<file path="src/hw/rtl/hjc_pkg.sv">
// Hangul jamo composer: shared types, constants and jamo lookup functions.
// Used by every module of the composer; depends on nothing.
`default_nettype none

package hjc_pkg;

  localparam int unsigned CharW             = 21;
  localparam int unsigned JamoW             = 16;
  localparam int unsigned MaxResults        = 3;
  localparam int unsigned QueueDepthDefault = 2;

  localparam logic [CharW-1:0] JamoFirst   = 21'h003131;
  localparam logic [CharW-1:0] JamoEnd     = 21'h00314F;
  localparam logic [CharW-1:0] VowelFirst  = 21'h00314F;
  localparam logic [CharW-1:0] VowelLast   = 21'h003163;
  localparam logic [JamoW-1:0] SylBase     = 16'hAC00;
  localparam logic [8:0]       MedialCount = 9'd21;
  localparam logic [13:0]      FinalCount  = 14'd28;

  localparam logic [4:0] IniTab [30] = '{
    5'd1,  5'd2,  5'd0,  5'd3,  5'd0,  5'd0,  5'd4,  5'd5,  5'd6,  5'd0,
    5'd0,  5'd0,  5'd0,  5'd0,  5'd0,  5'd0,  5'd7,  5'd8,  5'd9,  5'd0,
    5'd10, 5'd11, 5'd12, 5'd13, 5'd14, 5'd15, 5'd16, 5'd17, 5'd18, 5'd19
  };

  localparam logic [4:0] FinTab [30] = '{
    5'd1,  5'd2,  5'd3,  5'd4,  5'd5,  5'd6,  5'd7,  5'd0,  5'd8,  5'd9,
    5'd10, 5'd11, 5'd12, 5'd13, 5'd14, 5'd15, 5'd16, 5'd17, 5'd0,  5'd18,
    5'd19, 5'd20, 5'd21, 5'd22, 5'd0,  5'd23, 5'd24, 5'd25, 5'd26, 5'd27
  };

  typedef enum logic [3:0] {
    PEND_NONE = 4'b0001,
    PEND_INI  = 4'b0010,
    PEND_VOW  = 4'b0100,
    PEND_FIN  = 4'b1000
  } pend_e;

  typedef struct packed {
    logic [1:0]                  last_idx;
    logic [2:0][CharW-1:0]       chars;
  } bundle_t;

  function automatic logic in_jamo(logic [CharW-1:0] c);
    return (c >= JamoFirst) && (c < JamoEnd);
  endfunction

  function automatic logic [4:0] initial_of(logic [CharW-1:0] c);
    logic [CharW-1:0] off;
    off = c - JamoFirst;
    return in_jamo(c) ? IniTab[off[4:0]] : 5'd0;
  endfunction

  function automatic logic [4:0] final_of(logic [CharW-1:0] c);
    logic [CharW-1:0] off;
    off = c - JamoFirst;
    return in_jamo(c) ? FinTab[off[4:0]] : 5'd0;
  endfunction

  function automatic logic is_vowel(logic [CharW-1:0] c);
    return (c >= VowelFirst) && (c <= VowelLast);
  endfunction

  function automatic logic [JamoW-1:0] syllable(logic [JamoW-1:0] ini,
                                                logic [JamoW-1:0] vow,
                                                logic [JamoW-1:0] fin);
    logic [4:0]       i;
    logic [JamoW-1:0] v;
    logic [8:0]       idx;
    logic [13:0]      off;
    i   = initial_of({5'b0, ini}) - 5'd1;
    v   = vow - VowelFirst[JamoW-1:0];
    idx = {4'b0, i} * MedialCount + {4'b0, v[4:0]};
    off = {5'b0, idx} * FinalCount;
    return SylBase + {2'b0, off} + {11'b0, final_of({5'b0, fin})};
  endfunction

endpackage

`default_nettype wire

</file>
<file path="src/hw/rtl/hjc_front.sv">
// Hangul jamo composer front: accepts characters, runs the lookahead buffer
// and builds the bundle of results per request. Depends on hjc_pkg.
`default_nettype none

module hjc_front import hjc_pkg::*; (
  input  wire logic             clk_i,
  input  wire logic             rst_ni,
  input  wire logic             in_valid_i,
  output logic                  in_ready_o,
  input  wire logic [CharW-1:0] in_char_i,
  input  wire logic             in_end_i,
  input  wire logic             full_i,
  output logic                  push_o,
  output bundle_t               bundle_o
);

  pend_e                     pend_q, pend_d;
  logic [2:0][JamoW-1:0]     chars_q, chars_d;
  logic [2:0][CharW-1:0]     res;
  logic [2:0]                n;
  logic                      accept;
  logic                      do_start;
  logic [JamoW-1:0]          held;
  logic [CharW-1:0]          c;

  assign in_ready_o = !full_i;
  assign accept     = in_valid_i && !full_i;
  assign c          = in_char_i;
  assign held       = chars_q[2];

  always_comb begin
    pend_d   = pend_q;
    chars_d  = chars_q;
    res      = '0;
    n        = 3'd0;
    do_start = 1'b0;

    case (pend_q)
      PEND_NONE: begin
        do_start = 1'b1;
      end
      PEND_INI: begin
        if (is_vowel(c)) begin
          chars_d[1] = c[JamoW-1:0];
          pend_d     = PEND_VOW;
        end else begin
          res[0]   = {5'b0, chars_q[0]};
          n        = 3'd1;
          pend_d   = PEND_NONE;
          do_start = 1'b1;
        end
      end
      PEND_VOW: begin
        if (final_of(c) != 5'd0) begin
          chars_d[2] = c[JamoW-1:0];
          pend_d     = PEND_FIN;
        end else begin
          res[0]   = {5'b0, syllable(chars_q[0], chars_q[1], '0)};
          n        = 3'd1;
          pend_d   = PEND_NONE;
          do_start = 1'b1;
        end
      end
      PEND_FIN: begin
        if (is_vowel(c)) begin
          res[0] = {5'b0, syllable(chars_q[0], chars_q[1], '0)};
          if (initial_of({5'b0, held}) != 5'd0) begin
            chars_d[0] = held;
            chars_d[1] = c[JamoW-1:0];
            pend_d     = PEND_VOW;
            n          = 3'd1;
          end else begin
            res[1] = {5'b0, held};
            res[2] = c;
            n      = 3'd3;
            pend_d = PEND_NONE;
          end
        end else begin
          res[0]   = {5'b0, syllable(chars_q[0], chars_q[1], chars_q[2])};
          n        = 3'd1;
          pend_d   = PEND_NONE;
          do_start = 1'b1;
        end
      end
      default: begin
        pend_d = PEND_NONE;
      end
    endcase

    if (do_start) begin
      if (initial_of(c) != 5'd0) begin
        chars_d[0] = c[JamoW-1:0];
        pend_d     = PEND_INI;
      end else if (n < 3'd3) begin
        res[n[1:0]] = c;
        n           = n + 3'd1;
      end
    end

    if (in_end_i) begin
      if (n < 3'd3) begin
        case (pend_d)
          PEND_INI: begin
            res[n[1:0]] = {5'b0, chars_d[0]};
            n           = n + 3'd1;
          end
          PEND_VOW: begin
            res[n[1:0]] = {5'b0, syllable(chars_d[0], chars_d[1], '0)};
            n           = n + 3'd1;
          end
          PEND_FIN: begin
            res[n[1:0]] = {5'b0, syllable(chars_d[0], chars_d[1], chars_d[2])};
            n           = n + 3'd1;
          end
          default: begin
          end
        endcase
      end
      pend_d = PEND_NONE;
    end
  end

  assign push_o            = accept && (n != 3'd0);
  assign bundle_o.chars    = res;
  assign bundle_o.last_idx = 2'(n - 3'd1);

  always_ff @(posedge clk_i or negedge rst_ni) begin
    if (!rst_ni) begin
      pend_q <= PEND_NONE;
    end else if (accept) begin
      pend_q <= pend_d;
    end
  end

  always_ff @(posedge clk_i) begin
    if (accept) begin
      chars_q <= chars_d;
    end
  end

endmodule

`default_nettype wire

</file>
<file path="src/hw/rtl/hjc_queue.sv">
// Hangul jamo composer queue: short FIFO of result bundles between front
// and back. Depends on hjc_pkg.
`default_nettype none

module hjc_queue import hjc_pkg::*; #(
  parameter int unsigned Depth = QueueDepthDefault
) (
  input  wire logic    clk_i,
  input  wire logic    rst_ni,
  input  wire logic    push_i,
  input  wire bundle_t bundle_i,
  output logic         full_o,
  input  wire logic    pop_i,
  output logic         valid_o,
  output bundle_t      head_o
);

  localparam int unsigned PtrW = (Depth > 1) ? $clog2(Depth) : 1;
  localparam int unsigned CntW = $clog2(Depth + 1);
  localparam logic [PtrW-1:0] LastPtr = PtrW'(Depth - 1);

  bundle_t           mem_q [Depth];
  logic [PtrW-1:0]   wr_q, wr_d, rd_q, rd_d;
  logic [CntW-1:0]   cnt_q, cnt_d;
  logic              do_push, do_pop;

  assign full_o  = (cnt_q == CntW'(Depth));
  assign valid_o = (cnt_q != '0);
  assign head_o  = mem_q[rd_q];
  assign do_push = push_i && !full_o;
  assign do_pop  = pop_i && valid_o;

  always_comb begin
    wr_d  = wr_q;
    rd_d  = rd_q;
    cnt_d = cnt_q;
    if (do_push) begin
      wr_d = (wr_q == LastPtr) ? '0 : wr_q + PtrW'(1);
    end
    if (do_pop) begin
      rd_d = (rd_q == LastPtr) ? '0 : rd_q + PtrW'(1);
    end
    if (do_push && !do_pop) begin
      cnt_d = cnt_q + CntW'(1);
    end else if (do_pop && !do_push) begin
      cnt_d = cnt_q - CntW'(1);
    end
  end

  always_ff @(posedge clk_i or negedge rst_ni) begin
    if (!rst_ni) begin
      wr_q  <= '0;
      rd_q  <= '0;
      cnt_q <= '0;
    end else begin
      wr_q  <= wr_d;
      rd_q  <= rd_d;
      cnt_q <= cnt_d;
    end
  end

  always_ff @(posedge clk_i) begin
    if (do_push) begin
      mem_q[wr_q] <= bundle_i;
    end
  end

endmodule

`default_nettype wire

</file>
<file path="src/hw/rtl/hjc_back.sv">
// Hangul jamo composer back: unpacks bundles into single results and drives
// the registered output channel. Depends on hjc_pkg.
`default_nettype none

module hjc_back import hjc_pkg::*; (
  input  wire logic              clk_i,
  input  wire logic              rst_ni,
  input  wire logic              head_valid_i,
  input  wire bundle_t           head_i,
  output logic                   pop_o,
  output logic                   out_valid_o,
  input  wire logic              out_ready_i,
  output logic [CharW-1:0]       out_char_o,
  output logic                   run_last_o
);

  logic [1:0]        sel_q, sel_d;
  logic              valid_q, valid_d;
  logic [CharW-1:0]  char_q;
  logic              last_q;
  logic              load;
  logic              is_last;

  assign load    = head_valid_i && (!valid_q || out_ready_i);
  assign is_last = (sel_q == head_i.last_idx);
  assign pop_o   = load && is_last;

  always_comb begin
    sel_d   = sel_q;
    valid_d = valid_q;
    if (load) begin
      valid_d = 1'b1;
      sel_d   = is_last ? 2'd0 : sel_q + 2'd1;
    end else if (out_ready_i) begin
      valid_d = 1'b0;
    end
  end

  always_ff @(posedge clk_i or negedge rst_ni) begin
    if (!rst_ni) begin
      sel_q   <= 2'd0;
      valid_q <= 1'b0;
    end else begin
      sel_q   <= sel_d;
      valid_q <= valid_d;
    end
  end

  always_ff @(posedge clk_i) begin
    if (load) begin
      char_q <= head_i.chars[sel_q];
      last_q <= is_last;
    end
  end

  assign out_valid_o = valid_q;
  assign out_char_o  = char_q;
  assign run_last_o  = last_q;

endmodule

`default_nettype wire

</file>
<file path="src/hw/rtl/hangul_jamo_composer_core.sv">
// Hangul jamo composer top level: front, bundle queue and back.
// Results pass the bundle queue, then the output register. Throughput: one request per
// cycle while each causes at most one result and the output is ready; k results of a
// request leave the single output register one at a time and the bundle queue absorbs
// bursts. Reset clears the lookahead state, queue pointers and output valid; held jamo
// and queue storage are not reset. Depends on hjc_pkg, hjc_front, hjc_queue, hjc_back.
`default_nettype none

module hangul_jamo_composer_core import hjc_pkg::*; #(
  parameter int unsigned QueueDepth = QueueDepthDefault
) (
  input  wire logic             clk_i,
  input  wire logic             rst_ni,
  input  wire logic             in_valid_i,
  output logic                  in_ready_o,
  input  wire logic [CharW-1:0] in_char_i,
  input  wire logic             in_end_i,
  output logic                  out_valid_o,
  input  wire logic             out_ready_i,
  output logic [CharW-1:0]      out_char_o,
  output logic                  run_last_o
);

  logic    push;
  logic    full;
  logic    pop;
  logic    head_valid;
  bundle_t bundle;
  bundle_t head;

  hjc_front u_front (
    .clk_i      (clk_i),
    .rst_ni     (rst_ni),
    .in_valid_i (in_valid_i),
    .in_ready_o (in_ready_o),
    .in_char_i  (in_char_i),
    .in_end_i   (in_end_i),
    .full_i     (full),
    .push_o     (push),
    .bundle_o   (bundle)
  );

  hjc_queue #(
    .Depth (QueueDepth)
  ) u_queue (
    .clk_i    (clk_i),
    .rst_ni   (rst_ni),
    .push_i   (push),
    .bundle_i (bundle),
    .full_o   (full),
    .pop_i    (pop),
    .valid_o  (head_valid),
    .head_o   (head)
  );

  hjc_back u_back (
    .clk_i        (clk_i),
    .rst_ni       (rst_ni),
    .head_valid_i (head_valid),
    .head_i       (head),
    .pop_o        (pop),
    .out_valid_o  (out_valid_o),
    .out_ready_i  (out_ready_i),
    .out_char_o   (out_char_o),
    .run_last_o   (run_last_o)
  );

endmodule

`default_nettype wire

</file>
<file path="config.mk">
export PLATFORM = sky130hd
export DESIGN_NAME = hangul_jamo_composer_core
export DESIGN_NICKNAME = d
export VERILOG_FILES = /design/src/hw/rtl/hjc_pkg.sv /design/src/hw/rtl/hjc_front.sv /design/src/hw/rtl/hjc_queue.sv /design/src/hw/rtl/hjc_back.sv /design/src/hw/rtl/hangul_jamo_composer_core.sv
export SDC_FILE = /design/constraint.sdc
export NUM_CORES = 1
export LEC_CHECK = 0
export BUFFER_PORTS_ARGS = -buffer_cell sky130_fd_sc_hd__buf_2
export CELL_PAD_IN_SITES_DETAIL_PLACEMENT = 1
export CELL_PAD_IN_SITES_GLOBAL_PLACEMENT = 2
export CORE_ASPECT_RATIO = 2
export CORE_MARGIN = 2
export CORE_UTILIZATION = 40
export CTS_CLUSTER_SIZE = 20
export DETAILED_ROUTE_END_ITERATION = 8
export PLACE_DENSITY_LB_ADDON = 0.12
export REMOVE_ABC_BUFFERS = 1
export SLEW_MARGIN = 20
export SYNTH_ARGS = -nofsm -noshare
export SYNTH_HDL_FRONTEND = slang
export SYNTH_HIERARCHICAL = 1
export SYNTH_SLANG_ARGS = --single-unit
</file>
<file path="constraint.sdc">
create_clock -name clk_i -period 22.6 [get_ports clk_i]
set_clock_uncertainty 0.2 [all_clocks]
set_input_delay 2.26 -clock clk_i [delete_from_list [all_inputs] [get_ports clk_i]]
set_output_delay 2.26 -clock clk_i [all_outputs]
set_load 0.03 [all_outputs]
</file>
==> flow_summary_export.csv <==
group,metric,value,unit
layout,fillers,4256,
setup_path,worst_path_most_repeated_cell,"ha_1",
die,initial_core_util,40.48,%
timing,fin_crit_sh,62.54,%
clock_network,clock_latency,460,ps
routing,drt-pass1-iter-count,7,
clock_network,clock_sinks,200,
synth,ys_ff_latch,200,
setup_path,endpoint_kind,"register",
timing,slew_viol_final,0,
synth,async_flop_share,5.500,%
die,core-area,0.03791,sq mm
clock_network,hold_buffers,0,
synth,synth_edf_count,189,
timing,grt_setup_unrepaired,"no",
grt,grt_max_degree,66,
layout,final_common_cell,"edfxtp_1",
synth,synth_ff_type,"edfxtp_1",
grt,grt_pass1_vias,12520,
routing,avgViaCountPerCell,5.903,
clock_network,cts_setup_buffers,0,
timing,slew_headroom,24.27,%
routing,via_count,11760,
clock_network,h-tree-depth,4,
synth,avgSynthCellArea,10.30,sq um
clock_network,cts_tree,"yes",
layout,regArea,0.005956,sq mm
placed_design,place_congestion,0.9017,
clock_network,clk_pin_slew,90,ps
die,rows,101,
routing,routed_wl,48.12,mm
grt,track_usage,24.53,%
die,dieWidth,142.5,um
die,die_area,0.04004,sq mm
setup_path,critPathSlowestCell,"a21oi_1",
synth,synth-seq-area-share,38.79,%
layout,nNetsFinal,1686,
grt,grt_pass1_wl,73.76,mm
timing,tns,0,ps
synth,yosysWarnings,6,
setup_path,critical_path_arrival,14090,ps
clock_network,cts_buffers,17,
setup_path,start_kind,"input port",
synth,syn_area,0.01534,sq mm
synth,synth_cell_types,98,
timing,tightest_slew,1136,ps
die,ios,50,
grt,antenna_found_initial,1,
timing,min_period,14130,ps
status,status,"complete, no violations",
layout,drive_gt1_share,13.60,%
worst_hold_path,min_path_type,"register to register",
setup_path,cp.required,22550,ps
routing,final_antenna_net_count,0,
grt,grt_overflow,0,
setup_path,max_stage_delay,680,ps
timing,finalSetupViolCount,0,
layout,syn_to_final_growth,8.349,%
clock_network,clk_path_buf_depth,2,
routing,drc_errors,0,
clock_network,cts_resized,0,
setup_path,path_max_fanout,19,
timing,max_freq,70.75,MHz
setup_path,r2r_setup_slack,9520,ps
routing,wl_per_cell,24.16,um
timing,finalHoldViolCount,0,
layout,insertedDiodeCount,0,
flow_run,maxCapViolations,0,
die,dieHeight,281.0,um
layout,final_cell_mix,"edfxtp_1 (189), inv_1 (128), ha_1 (118)",
placed_design,portBuffers,49,
setup_path,critical_path_class,"input port to register",
layout,multi_input_area,0.008569,sq mm
routing,drtIter0Drc,632,
clock_network,cts_root_buf,"clkbuf_16",
synth,netlist_instances,1490,
placed_design,post-dp-hpwl,38.35,mm
## worst max-delay path, delay by kind of cell
| kind | cells | cell delay [ps] |
|---|---|---|
| XOR/XNOR | 4 | 1680 |
| AND/OR/NAND/NOR | 4 | 980 |
| adder cells (fa/ha/maj) | 11 | 4020 |
| AO/OA/AOI/OAI | 16 | 3820 |
| buffers and inverters | 8 | 1260 |
## area by class of cell
| cell class | instances | share of cell area (%) |
|---|---|---|
| clock buffer | 18 | 2.709 |
| clock inverter | 14 | 1.039 |
| inverter | 130 | 2.935 |
| multi-input combinational | 1096 | 51.54 |
| sequential | 200 | 35.82 |
| tap | 463 | 3.484 |
| timing repair buffer | 71 | 2.468 |
## metal layers
layer	global-route usage, %	wire (um)
met1	23.85	16970
met2	48.21	26930
met3	2.880	1171
met4	14.45	3034
met5	0	11
## through the flow
| step | cell area (sq um) | worst slack [ps] | hold WS (ps) | std cells | utilization (%) |
|---|---|---|---|---|---|
| 4_1_cts | 16620 | 8512 | 315.0 | 1992 | 43.83 |
| 2_1_floorplan | 14990 | 10150 | 255.9 | 1426 | - |
| 3_3_place_gp | 15990 | 8463 | 283.5 | 1960 | 42.19 |
| 6_report | 16630 | 8466 | 315.4 | 1992 | 43.85 |
| 5_1_grt | 16630 | 7477 | 329.1 | 1992 | 43.85 |
| 3_5_place_dp | 15990 | 8082 | 304.3 | 1960 | 42.19 |
## final timing paths
path	to	start	cells past startpoint
max	u_queue/mem_q[1][54]	in_char_i[0]	43
min in group asynchronous	u_back/out_valid_o	rst_ni	1
min	u_queue/cnt_q[1]	u_queue/cnt_q[1]	1
max reg2reg	u_queue/mem_q[1][54]	u_front/held[0]	42
max in group asynchronous	u_front/pend_q[0]	rst_ni	1
min reg2reg	u_queue/cnt_q[1]	u_queue/cnt_q[1]	1
## synthesized netlist by cell type (5+ instances only)
master    number  area (sq um)
xnor2_1       56         490.5
and2_1        26         162.7
fa_1          26         520.5
a221oi_1       9         78.83
a31oi_1       20         125.1
nand2_1      117         439.2
a221o_1        6         60.06
or2_2          6         37.54
a211oi_1      11         82.58
nand3_1       30         150.1
o211ai_1      13         97.59
inv_1        128         480.5
buf_4          7         52.55
o22ai_1        5         31.28
a21o_1        16         120.1
edfxtp_1     189          5675
clkbuf_1      37         138.9
or3_1         12         75.07
a222oi_1       6         60.06
and3_1        19         118.9
o21bai_1      17         127.6
nand2b_1      18         112.6
nand4_1        6         37.54
nor4b_1        5         43.79
a311oi_1       5         43.79
nor3b_1        6         45.04
buf_6         10         112.6
mux2i_1       35         350.3
mux2_4        40         600.6
a22oi_1       27         202.7
o21ai_1       26         130.1
nor2_1        89         334.1
xor2_1        31         271.5
buf_2         13         65.06
nor3_1        26         130.1
a21oi_1       76         380.4
mux2_2        26         292.8
a32oi_1        6         52.55
dfrtp_1       10         250.2
ha_1         118          1476
o21ai_0       58         290.3
nor2b_1        8         50.05
## registers in the layout (all words and copies together) (netlist names)
| signal | cells |
|---|---|
| u_queue/rd_q | 1 |
| u_queue/wr_q | 1 |
| u_front/chars_q | 21 |
| u_front/pend_q | 4 |
| u_back/out_valid_o | 1 |
| u_queue/mem_q | 130 |
| u_back/out_char_o | 21 |
| u_back/sel_q | 2 |
| u_front/held | 16 |
| u_queue/cnt_q | 2 |
| u_back/run_last_o | 1 |
## logic make-up after synthesis
| family | after synthesis | synth area share (%) |
|---|---|---|
| multiplexers | 101 | 8.105 |
| adder cells (fa/ha/maj) | 146 | 13.14 |
| AND/OR/NAND/NOR | 397 | 13.15 |
| AO/OA/AOI/OAI | 359 | 16.06 |
| other | 1 | 0.02444 |
| XOR/XNOR | 88 | 5.113 |
| flip-flops | 200 | 38.79 |
| buffers and inverters | 198 | 5.610 |
Power is left out: the tool's default activity adds up to more than one toggle a clock period on the data nets, which glitch-free logic cannot reach.
